`src/rtl/bpcm_pkg.sv`:
```
// ----------------------------------------------------------------------------
// bpcm_pkg
// Shared widths, register indexes and reset values of the big pixel
// coordinate map.
// ----------------------------------------------------------------------------
package bpcm_pkg;

  localparam int MaxBigDef    = 4;
  localparam int IndexBitsDef = 10;

  localparam int PitchW = 16;
  localparam int NpixW  = 11;
  localparam int ListW  = 40;
  localparam int CntW   = 3;
  localparam int CfgW   = 40;
  localparam int CfgIdxW = 3;

  localparam int PosW = 27;
  localparam int PixW = 19;
  localparam int OffW = 26;

  // register stages inside one axis slice
  localparam int AxisLat = 11;

  localparam logic [CfgIdxW-1:0] RegPitchX   = 3'd0;
  localparam logic [CfgIdxW-1:0] RegPitchY   = 3'd1;
  localparam logic [CfgIdxW-1:0] RegPixelsX  = 3'd2;
  localparam logic [CfgIdxW-1:0] RegPixelsY  = 3'd3;
  localparam logic [CfgIdxW-1:0] RegBigCols  = 3'd4;
  localparam logic [CfgIdxW-1:0] RegBigRows  = 3'd5;
  localparam logic [CfgIdxW-1:0] RegBigColN  = 3'd6;
  localparam logic [CfgIdxW-1:0] RegBigRowN  = 3'd7;

  localparam logic [PitchW-1:0] PitchRst = 16'd3520;
  localparam logic [NpixW-1:0]  NpixRst  = 11'd256;

  typedef struct packed {
    logic [PitchW-1:0] pitch;
    logic [NpixW-1:0]  npix;
    logic [ListW-1:0]  list;
    logic [CntW-1:0]   cnt;
  } axis_cfg_t;

endpackage

```
`src/rtl/bpcm_axis.sv`:
```
// ----------------------------------------------------------------------------
// bpcm_axis
// One axis of the coordinate map: position to fractional pixel through a
// pipelined divider, and pixel to position through two multipliers.
// ----------------------------------------------------------------------------
module bpcm_axis import bpcm_pkg::*; #(
  parameter int MAX_BIG    = MaxBigDef,
  parameter int INDEX_BITS = IndexBitsDef
) (
  input  logic                   clk_i,
  input  logic                   en_i,
  input  axis_cfg_t              cfg_i,
  input  logic signed [PosW-1:0] pos_i,
  input  logic signed [PixW-1:0] c_i,
  output logic signed [PixW-1:0] pix_o,
  output logic signed [PosW-1:0] pos_o,
  output logic signed [OffW-1:0] off_o
);

  localparam int QW    = 36;
  localparam int RW    = PitchW + 1;
  localparam int DStep = 6;
  localparam int NDS   = QW / DStep;
  localparam int TW    = 22;
  localparam int DW    = 24;
  localparam int LW    = $clog2(2 * MAX_BIG + 1);
  localparam int ADL   = AxisLat - 4;
  localparam int SizeW = PitchW + NpixW + 1;

  logic [PitchW-1:0] pitch;
  logic [CntW-1:0]   cnt;
  logic [SizeW-1:0]  size_q;

  assign pitch = (cfg_i.pitch == '0) ? PitchW'(1) : cfg_i.pitch;
  assign cnt   = (cfg_i.cnt > CntW'(MAX_BIG)) ? CntW'(MAX_BIG) : cfg_i.cnt;

  always_ff @(posedge clk_i) begin
    size_q <= SizeW'(pitch * (NpixW + 1)'(32'(cfg_i.npix) + 32'(cnt)));
  end

  function automatic logic [RW+QW-1:0] div_step(logic [RW-1:0] r, logic [QW-1:0] aq,
                                                logic [PitchW-1:0] p);
    logic [RW-1:0] rr;
    logic [QW-1:0] a;
    logic [RW:0]   diff;
    rr = r;
    a  = aq;
    for (int k = 0; k < DStep; k++) begin
      rr   = {rr[RW-2:0], a[QW-1]};
      a    = {a[QW-2:0], 1'b0};
      diff = {1'b0, rr} - {2'b0, p};
      if (!diff[RW]) begin
        rr   = diff[RW-1:0];
        a[0] = 1'b1;
      end
    end
    return {rr, a};
  endfunction

  // stage 1: capture
  logic signed [PosW-1:0] pos_q;
  logic signed [PixW-1:0] c_q;

  always_ff @(posedge clk_i) begin
    if (en_i) begin
      pos_q <= pos_i;
      c_q   <= c_i;
    end
  end

  // stage 2: numerator magnitude, and pixel-to-position prep
  logic signed [SizeW+3:0] num_v;
  logic signed [SizeW+10:0] num_s;
  logic [QW-1:0]           mag_d, mag_q;
  logic                    neg_d, neg_q;
  logic signed [PixW+1:0]  cp;
  logic signed [PixW+2:0]  u_d, u_q;
  logic signed [8:0]       dd_d, dd_q;

  always_comb begin
    logic [LW-1:0]          left;
    logic                   big;
    logic signed [PixW+2:0] bs;
    logic signed [PixW+2:0] df;
    num_v = (SizeW+4)'(pos_q) * 2 + $signed({4'b0, size_q});
    num_s = (SizeW+11)'(num_v) <<< 7;
    neg_d = num_s < 0;
    mag_d = neg_d ? QW'(-num_s) : QW'(num_s);
    cp    = (PixW+2)'(c_q) + 128;
    left  = '0;
    big   = 1'b0;
    for (int i = 0; i < MAX_BIG; i++) begin
      bs = $signed((PixW+3)'(cfg_i.list[i*INDEX_BITS +: INDEX_BITS])) <<< 8;
      df = (PixW+3)'(c_q) - bs;
      if (i < int'(cnt)) begin
        if (bs + 256 <= (PixW+3)'(cp)) left = left + LW'(1);
        if (df >= -127 && df <= 127) big = 1'b1;
      end
    end
    u_d  = (PixW+3)'(cp) + $signed((PixW+3)'(left) <<< 8)
         + (big ? $signed((PixW+3)'(cp[7:0])) : '0);
    dd_d = $signed({1'b0, cp[7:0]}) - 9'sd128;
  end

  always_ff @(posedge clk_i) begin
    if (en_i) begin
      mag_q <= mag_d;
      neg_q <= neg_d;
      u_q   <= u_d;
      dd_q  <= dd_d;
    end
  end

  // divider stages, DStep quotient bits each
  logic [QW-1:0] aq_q  [NDS];
  logic [RW-1:0] r_q   [NDS];
  logic          dn_q  [NDS];

  for (genvar s = 0; s < NDS; s++) begin : g_div
    logic [RW+QW-1:0] nxt;
    logic             dn_in;
    if (s == 0) begin : g_first
      assign nxt   = div_step('0, mag_q, pitch);
      assign dn_in = neg_q;
    end else begin : g_rest
      assign nxt   = div_step(r_q[s-1], aq_q[s-1], pitch);
      assign dn_in = dn_q[s-1];
    end
    always_ff @(posedge clk_i) begin
      if (en_i) begin
        r_q[s]  <= nxt[RW+QW-1:QW];
        aq_q[s] <= nxt[QW-1:0];
        dn_q[s] <= dn_in;
      end
    end
  end

  // floor correction and clamp of the grid column
  logic signed [QW+1:0] qs;
  logic signed [TW-1:0] t_d, t_q;

  always_comb begin
    logic signed [QW+1:0] qq;
    qq = $signed({2'b0, aq_q[NDS-1]});
    if (dn_q[NDS-1]) qs = -qq - ((r_q[NDS-1] != '0) ? 1 : 0) - 128;
    else             qs = qq - 128;
    if (qs > (QW+2)'((1 <<< (TW-1)) - 1))  t_d = TW'((1 <<< (TW-1)) - 1);
    else if (qs < -(QW+2)'(1 <<< (TW-1))) t_d = TW'(-(1 <<< (TW-1)));
    else                                   t_d = TW'(qs);
  end

  always_ff @(posedge clk_i) begin
    if (en_i) t_q <= t_d;
  end

  // big pixel halves: left count and hit
  logic [LW-1:0]          left_d, left_q;
  logic                   hit_d, hit_q;
  logic signed [DW-1:0]   dsel_d, dsel_q;
  logic [INDEX_BITS-1:0]  bsel_d, bsel_q;
  logic signed [TW-1:0]   t2_q;

  always_comb begin
    logic signed [DW-1:0] h0;
    logic signed [DW-1:0] d0;
    logic signed [DW-1:0] d1;
    left_d = '0;
    hit_d  = 1'b0;
    dsel_d = '0;
    bsel_d = '0;
    for (int i = 0; i < MAX_BIG; i++) begin
      h0 = $signed(DW'((32'(cfg_i.list[i*INDEX_BITS +: INDEX_BITS]) + i) * 256));
      d0 = DW'(t_q) - h0;
      d1 = d0 - 256;
      if (i < int'(cnt)) begin
        if (d0 >= 0) left_d = left_d + LW'(1);
        if (d1 >= 0) left_d = left_d + LW'(1);
        if ((d0 >= -127 && d0 <= 127) || (d1 >= -127 && d1 <= 127)) begin
          hit_d  = 1'b1;
          dsel_d = d0;
          bsel_d = cfg_i.list[i*INDEX_BITS +: INDEX_BITS];
        end
      end
    end
  end

  always_ff @(posedge clk_i) begin
    if (en_i) begin
      left_q <= left_d;
      hit_q  <= hit_d;
      dsel_q <= dsel_d;
      bsel_q <= bsel_d;
      t2_q   <= t_q;
    end
  end

  // column result
  logic signed [DW-1:0]   res;
  logic signed [PixW-1:0] pix_q;

  always_comb begin
    if (hit_q) res = (dsel_q >>> 1) + $signed(DW'(bsel_q) <<< 8) - 64;
    else       res = DW'(t2_q) - $signed(DW'(left_q) <<< 7);
  end

  always_ff @(posedge clk_i) begin
    if (en_i) begin
      if (res > DW'((1 <<< (PixW-1)) - 1))   pix_q <= PixW'((1 <<< (PixW-1)) - 1);
      else if (res < -DW'(1 <<< (PixW-1)))  pix_q <= PixW'(-(1 <<< (PixW-1)));
      else                                  pix_q <= PixW'(res);
    end
  end

  assign pix_o = pix_q;

  // pixel to position: multiply, then scale and saturate
  logic signed [PitchW+PixW+3:0] m1_q;
  logic signed [PitchW+9:0]      m2_q;
  logic signed [PitchW+PixW+5:0] pr;
  logic signed [PosW-1:0]        ap_q  [ADL+1];
  logic signed [OffW-1:0]        ao_q  [ADL+1];

  assign pr = (((PitchW+PixW+6)'(m1_q) <<< 1)
             - $signed((PitchW+PixW+6)'(size_q) <<< 8)) >>> 9;

  always_ff @(posedge clk_i) begin
    if (en_i) begin
      m1_q <= $signed({1'b0, pitch}) * u_q;
      m2_q <= $signed({1'b0, pitch}) * dd_q;
      if (pr > (PitchW+PixW+6)'((1 <<< (PosW-1)) - 1))  ap_q[0] <= PosW'((1 <<< (PosW-1)) - 1);
      else if (pr < -(PitchW+PixW+6)'(1 <<< (PosW-1))) ap_q[0] <= PosW'(-(1 <<< (PosW-1)));
      else                                             ap_q[0] <= PosW'(pr);
      ao_q[0] <= OffW'(m2_q >>> 8);
      for (int k = 1; k <= ADL; k++) begin
        ap_q[k] <= ap_q[k-1];
        ao_q[k] <= ao_q[k-1];
      end
    end
  end

  assign pos_o = ap_q[ADL];
  assign off_o = ao_q[ADL];

endmodule

```
`config.mk`:
```
export PLATFORM = sky130hd
export DESIGN_NAME = bpcm_axis
export DESIGN_NICKNAME = d
export VERILOG_FILES = /design/src/rtl/bpcm_pkg.sv /design/src/rtl/bpcm_axis.sv
export SDC_FILE = /design/constraint.sdc
export NUM_CORES = 2
export LEC_CHECK = 0
export BUFFER_PORTS_ARGS = -buffer_cell sky130_fd_sc_hd__buf_2
export CAP_MARGIN = 25
export CORE_ASPECT_RATIO = 0.5
export CORE_MARGIN = 4
export CORE_UTILIZATION = 50
export DETAILED_ROUTE_END_ITERATION = 8
export GPL_ROUTABILITY_DRIVEN = 0
export GPL_TIMING_DRIVEN = 0
export MAX_ROUTING_LAYER = met4
export PLACE_DENSITY = 0.64
export REMOVE_ABC_BUFFERS = 1
export SLEW_MARGIN = 20
export SYNTH_ARGS = -nofsm -noshare
export SYNTH_HDL_FRONTEND = slang
export SYNTH_SLANG_ARGS = --single-unit
```
`constraint.sdc`:
```
create_clock -name clk_i -period 60.1 [get_ports clk_i]
set_input_delay 12.02 -clock clk_i [delete_from_list [all_inputs] [get_ports clk_i]]
set_output_delay 12.02 -clock clk_i [all_outputs]
set_load 0.02 [all_outputs]
```
## Word-level counts from Yosys, hierarchy flattened

Memory sizes are Yosys's and may differ from the RTL's.
Cells that the tools add are included.

- $add $sub $neg: 80
- Multipliers: 3
- Magnitude comparators: 48
- Muxes and demuxes: 152
- Bitwise operators: 2
- Reductions and logical operators: 18

Operator list:

| cell | number |
|---|---|
| $sub 17x16->18 | 35 |
| $mux 16 | 31 |
| $mux 24 | 9 |
| $mux 17 | 6 |
| $ge 24x1->1 const B | 4 |
| $ge 24x8->1 const B | 4 |
| $le 24x8->1 const B | 4 |
| $sub 23x10->24 const B | 4 |
| $ge 23x1->1 const B | 4 |
| $ge 23x8->1 const B | 4 |
| $le 23x8->1 const B | 4 |
| $mux 4 | 21 |
| $ge 20x8->1 const B | 4 |
| $le 20x20->1 | 4 |
| $le 20x8->1 const B | 4 |
| $mux 10 | 8 |
| $sub 19x19->20 | 4 |
| $add 18x9->19 const B | 4 |
| $mux 1 | 69 |
| $sub 22x20->23 | 3 |
| $mux 27 | 2 |
| $sub 40x37->41 | 1 |
| $add 4x1->4 const B | 10 |
| $mul 17x22->39 | 1 |
| other kinds (41) | 59 |

- Register bits after elaboration: 309
- RAM bits: 748
- Input port bits: 118
- Output and inout port bits: 72
- Memories kept: 5

Memory list:

| memory | words | width | rd ports | clocked after Yosys merged registers in | wr ports | line | RTL |
|---|---|---|---|---|---|---|---|
| ap_q | 8 | 27 | 8 | 0 | 8 | bpcm_axis.sv:220 | `logic signed [PosW-1:0] ap_q [ADL+1];` |
| aq_q | 6 | 36 | 6 | 0 | 6 | bpcm_axis.sv:115 | `logic [QW-1:0] aq_q [NDS];` |
| ao_q | 8 | 26 | 8 | 0 | 8 | bpcm_axis.sv:221 | `logic signed [OffW-1:0] ao_q [ADL+1];` |
| r_q | 6 | 17 | 6 | 0 | 6 | bpcm_axis.sv:116 | `logic [RW-1:0] r_q [NDS];` |
| dn_q | 6 | 1 | 6 | 0 | 6 | bpcm_axis.sv:117 | `logic dn_q [NDS];` |

## Depth between registers and ports, before layout

- Depth in word-level cells: 25
- Depth in mapped cells: 87
- Depth with buffers taken out: 78

## Least setup slack after synthesis

Ideal clock, no wire load.

- Path kind: input-to-reg
- Start: input port cfg_i[55] in the netlist's numbering
- End: memory r_q[3][10] in the netlist's numbering, data pin
- Library setup time: 0.260 ns
- Arrival: 30.475 ns
- Slack: 29.365 ns
- Cell stages on the path: 82
- Path through: clkbuf_1 inv_1 clkbuf_1 ha_1 nor2b_1 o31a_1 o41a_1 a31oi_1 a21o_1 clkbuf_1 buf_1 o21ai_0 ha_1 nor2b_1 o31ai_1 a31oi_1 o21ai_0 o31ai_1 (+46 left out) nor2_1 a21oi_1 ha_1 nor2b_1 o21ai_0 a21boi_0 o21ai_0 a21boi_0 o21ai_0 a21boi_0 o21ai_0 a21oi_1 nand4_1 nand4b_1 a21oi_1 o221ai_2 buf_2 mux2_2

RTL lines:

| what | line | RTL |
|---|---|---|
| from (decl) | bpcm_axis.sv:12 | `input axis_cfg_t cfg_i,` |
| to (decl) | bpcm_axis.sv:116 |  |

==> flow_summary.json <==
{
  "antenna_left": 0,
  "cp_max_fo": 28,
  "r2r_cells": 73,
  "clock_latency_ns": 0.74,
  "clk_path_buf_depth": 3,
  "grt_pass1_vias": 68400,
  "die_h_um": 317,
  "slowest_delay_ns": 0.92,
  "wl_mm": 236,
  "track_usage": 0.244,
  "ys_seq_elements": 929,
  "postCtsSetupBuffers": 0,
  "io_buffers": 189,
  "maxSlewHeadroom": 0.212,
  "dr.pass1.iters": 6,
  "endpoint": "r_q[1][15]",
  "worst_pin_slew_ns": 1.18,
  "min_period_over_period": 0.583,
  "tritoncts": "yes",
  "multi_input_area_um2": 62300,
  "synth_area_leader_cell": "edfxtp_1",
  "yosysWarnings": 0,
  "finalMaxSlewViolations": 0,
  "die_w_um": 625,
  "netlist.area_leader.share": 0.284,
  "yosysSeqAreaShare": 0.290,
  "skew_ns": 0.0687,
  "yosys-top-cells-area": "edfxtp_1, ha_1, fa_1",
  "ctsHoldBuffers": 0,
  "hold_path_class": "register to register",
  "setup_tns_ns": 0,
  "synth_most_common_cell": "inv_1",
  "drc": 0,
  "maxCapViolCount": 0,
  "io_pins": 190,
  "syn_avg_cell_area_um2": 9.64,
  "via_per_inst": 5.66,
  "num_vias": 71000,
  "avgRoutedWirePerCell_um": 18.8,
  "reg2reg_from": "r_q[0][7]",
  "clk_pin_slew_ns": 0.07,
  "htreeDepth": 3,
  "top_usage_layer": "met2",
  "cp_data_arrival_time_ns": 35.49,
  "grt_pass1_wl_mm": 375,
  "fill_cells": 16800,
  "synth.cell_area_um2": 95200,
  "rsz0062_at_grt": "no",
  "setup-violations-final": 0,
  "synthDistinctLibCells": 104,
  "clock-sinks": 929,
  "use_met1": 0.345,
  "fmax_mhz": 28.6,
  "outcome": "finished, final reports clean",
  "synthArstFlopShare": 0,
  "cts-root-buf": "clkbuf_16",
  "path_common_cell": "o21ai_0",
  "fin_nets": 11700,
  "layout-drive-gt1-share": 0.0823,
  "grt_max_degree": 151,
  "postLayoutCoreUtil": 0.547,
  "cpMaxStageDelayCell": "o21ai_0",
  "critPathLaunch": "cfg_i[65]",
  "r2r_end": "r_q[1][15]",
  "required_ns": 60.57,
  "fin_crit_ns": 35.02,
  "post_cts_resized": 0,
  "row_count": 112,
  "cts_made_buffers": 92,
  "met2_usage": 0.370,
  "synth_cells": 9871,
  "antenna_found_initial": 19,
  "path_class": "primary input to register",
  "yosys-top-cells-count": "inv_1, ha_1, edfxtp_1, nand2_1, nor2_1",
  "hpwl_mm": 182,
  "fp.coreArea_um2": 188000,
  "grtUsageMet3": 0.0353,
  "drt_iter0_markers": 5045,
  "grt_overflow": 0,
  "crit_path_end_kind": "register",
  "rrSetupSlack_ns": 38.44,
  "die_area_um2": 198000,
  "start_util": 0.507,
  "startpoint_type": "primary input",
  "synthToLayoutAreaGrowth_pct": 8.03,
  "hold_viol": 0,
  "seqCellArea_um2": 27600,
  "synth-edff-count": 901,
  "synth_ff_type": "edfxtp_1"
}
layout make-up:
class,instances,share of cell area
multi-input combinational,7534,0.606
sequential,929,0.269
inverter,1126,0.0415
tap,2508,0.0305
clock buffer,110,0.0235
timing repair buffer,272,0.0227
clock inverter,57,0.00681
antenna,10,0.000243
critical path: cells and delay by family:
| kind | cells | cell delay, ns |
|---|---|---|
| fa+ha+maj | 6 | 1.69 |
| compound gates | 48 | 14.72 |
| simple gates | 17 | 4.76 |
| buf+inv | 9 | 2.09 |
routing by layer:
metal,share of wire,wire [µm]
met1,0.48,112000
met2,0.44,103000
met3,0.060,14200
met4,0.025,5950
met5,0,0
stage by stage:
step	hold WS (ns)	cells	worst slack, ns	area [µm²]
after global placement	0.400	12300	18.47	98000
final	0.369	12500	25.08	103000
after CTS	0.391	12500	24.76	103000
after floorplan	0.400	9589	28.17	93900
after global routing	0.395	12500	23.15	103000
after detailed placement	0.405	12400	24.14	99600
worst min-delay path by stage:
stage                start          end  slack, ns  depth (start not counted)
2_1_floorplan      m2_q[8]   ao_q[0][0]       0.40                          0
3_3_place_gp   ao_q[1][42]  ao_q[1][68]       0.40                          0
3_5_place_dp      m2_q[22]  ao_q[0][14]       0.40                          0
4_1_cts         aq_q[1][8]  aq_q[2][14]       0.39                          0
5_1_grt         aq_q[1][8]  aq_q[2][14]       0.40                          0
6_report           dn_q[0]      dn_q[1]       0.37                          0
cells in the final DEF, fill, tap and decap left out, types with 49 or more instances in the layout:
master | netlist | layout
mux2_2 | 243 | 243
a21o_1 | 233 | 233
xnor2_1 | 489 | 480
a31oi_1 | 55 | 55
a21oi_1 | 596 | 594
nand3_1 | 135 | 135
nor3_1 | 168 | 168
o31ai_1 | 49 | 49
edfxtp_1 | 901 | 901
fa_1 | 628 | 628
nor2_1 | 668 | 665
buf_2 | 6 | 190
nand4_1 | 52 | 52
xor2_1 | 232 | 225
and3_1 | 58 | 58
and2_1 | 253 | 253
nand2_1 | 861 | 861
a21boi_0 | 63 | 63
o21a_1 | 135 | 134
mux2i_1 | 121 | 119
o21bai_1 | 66 | 65
clkbuf_16 | 0 | 94
inv_1 | 1115 | 1099
nor2b_1 | 132 | 132
ha_1 | 1027 | 1027
nand2b_1 | 105 | 105
a211oi_1 | 52 | 52
o21ai_0 | 495 | 494
state kept, by name, summed over array words and instances (netlist names), 4 cells and up:
signal and count:
ao_q 144, ap_q 216, aq_q 182, bsel_q 10
c_q 19, dd_q 8, dn_q 6, dsel_q 22
left_q 4, m1_q 32, m2_q 18, mag_q 29
pix_o 19, pos_q 27, r_q 97, size_q 28
t2_q 22, t_q 22, u_q 22
cell families (layout without fill, tap and decap cells):
logic type / Yosys count / in the layout / share of synthesized area
simple gates: 2690 / 2690 / 0.136
compound gates: 2090 / 2090 / 0.140
xor+xnor: 721 / 721 / 0.0663
other cells: 1 / 17 / 0.0000394
fa+ha+maj: 1655 / 1655 / 0.267
flops: 929 / 929 / 0.290
buf+inv: 1414 / 1565 / 0.0580
mux: 371 / 371 / 0.0425
Power is not shown: default switching activity piles up to over one toggle a cycle in this logic, so the estimate is an artifact.
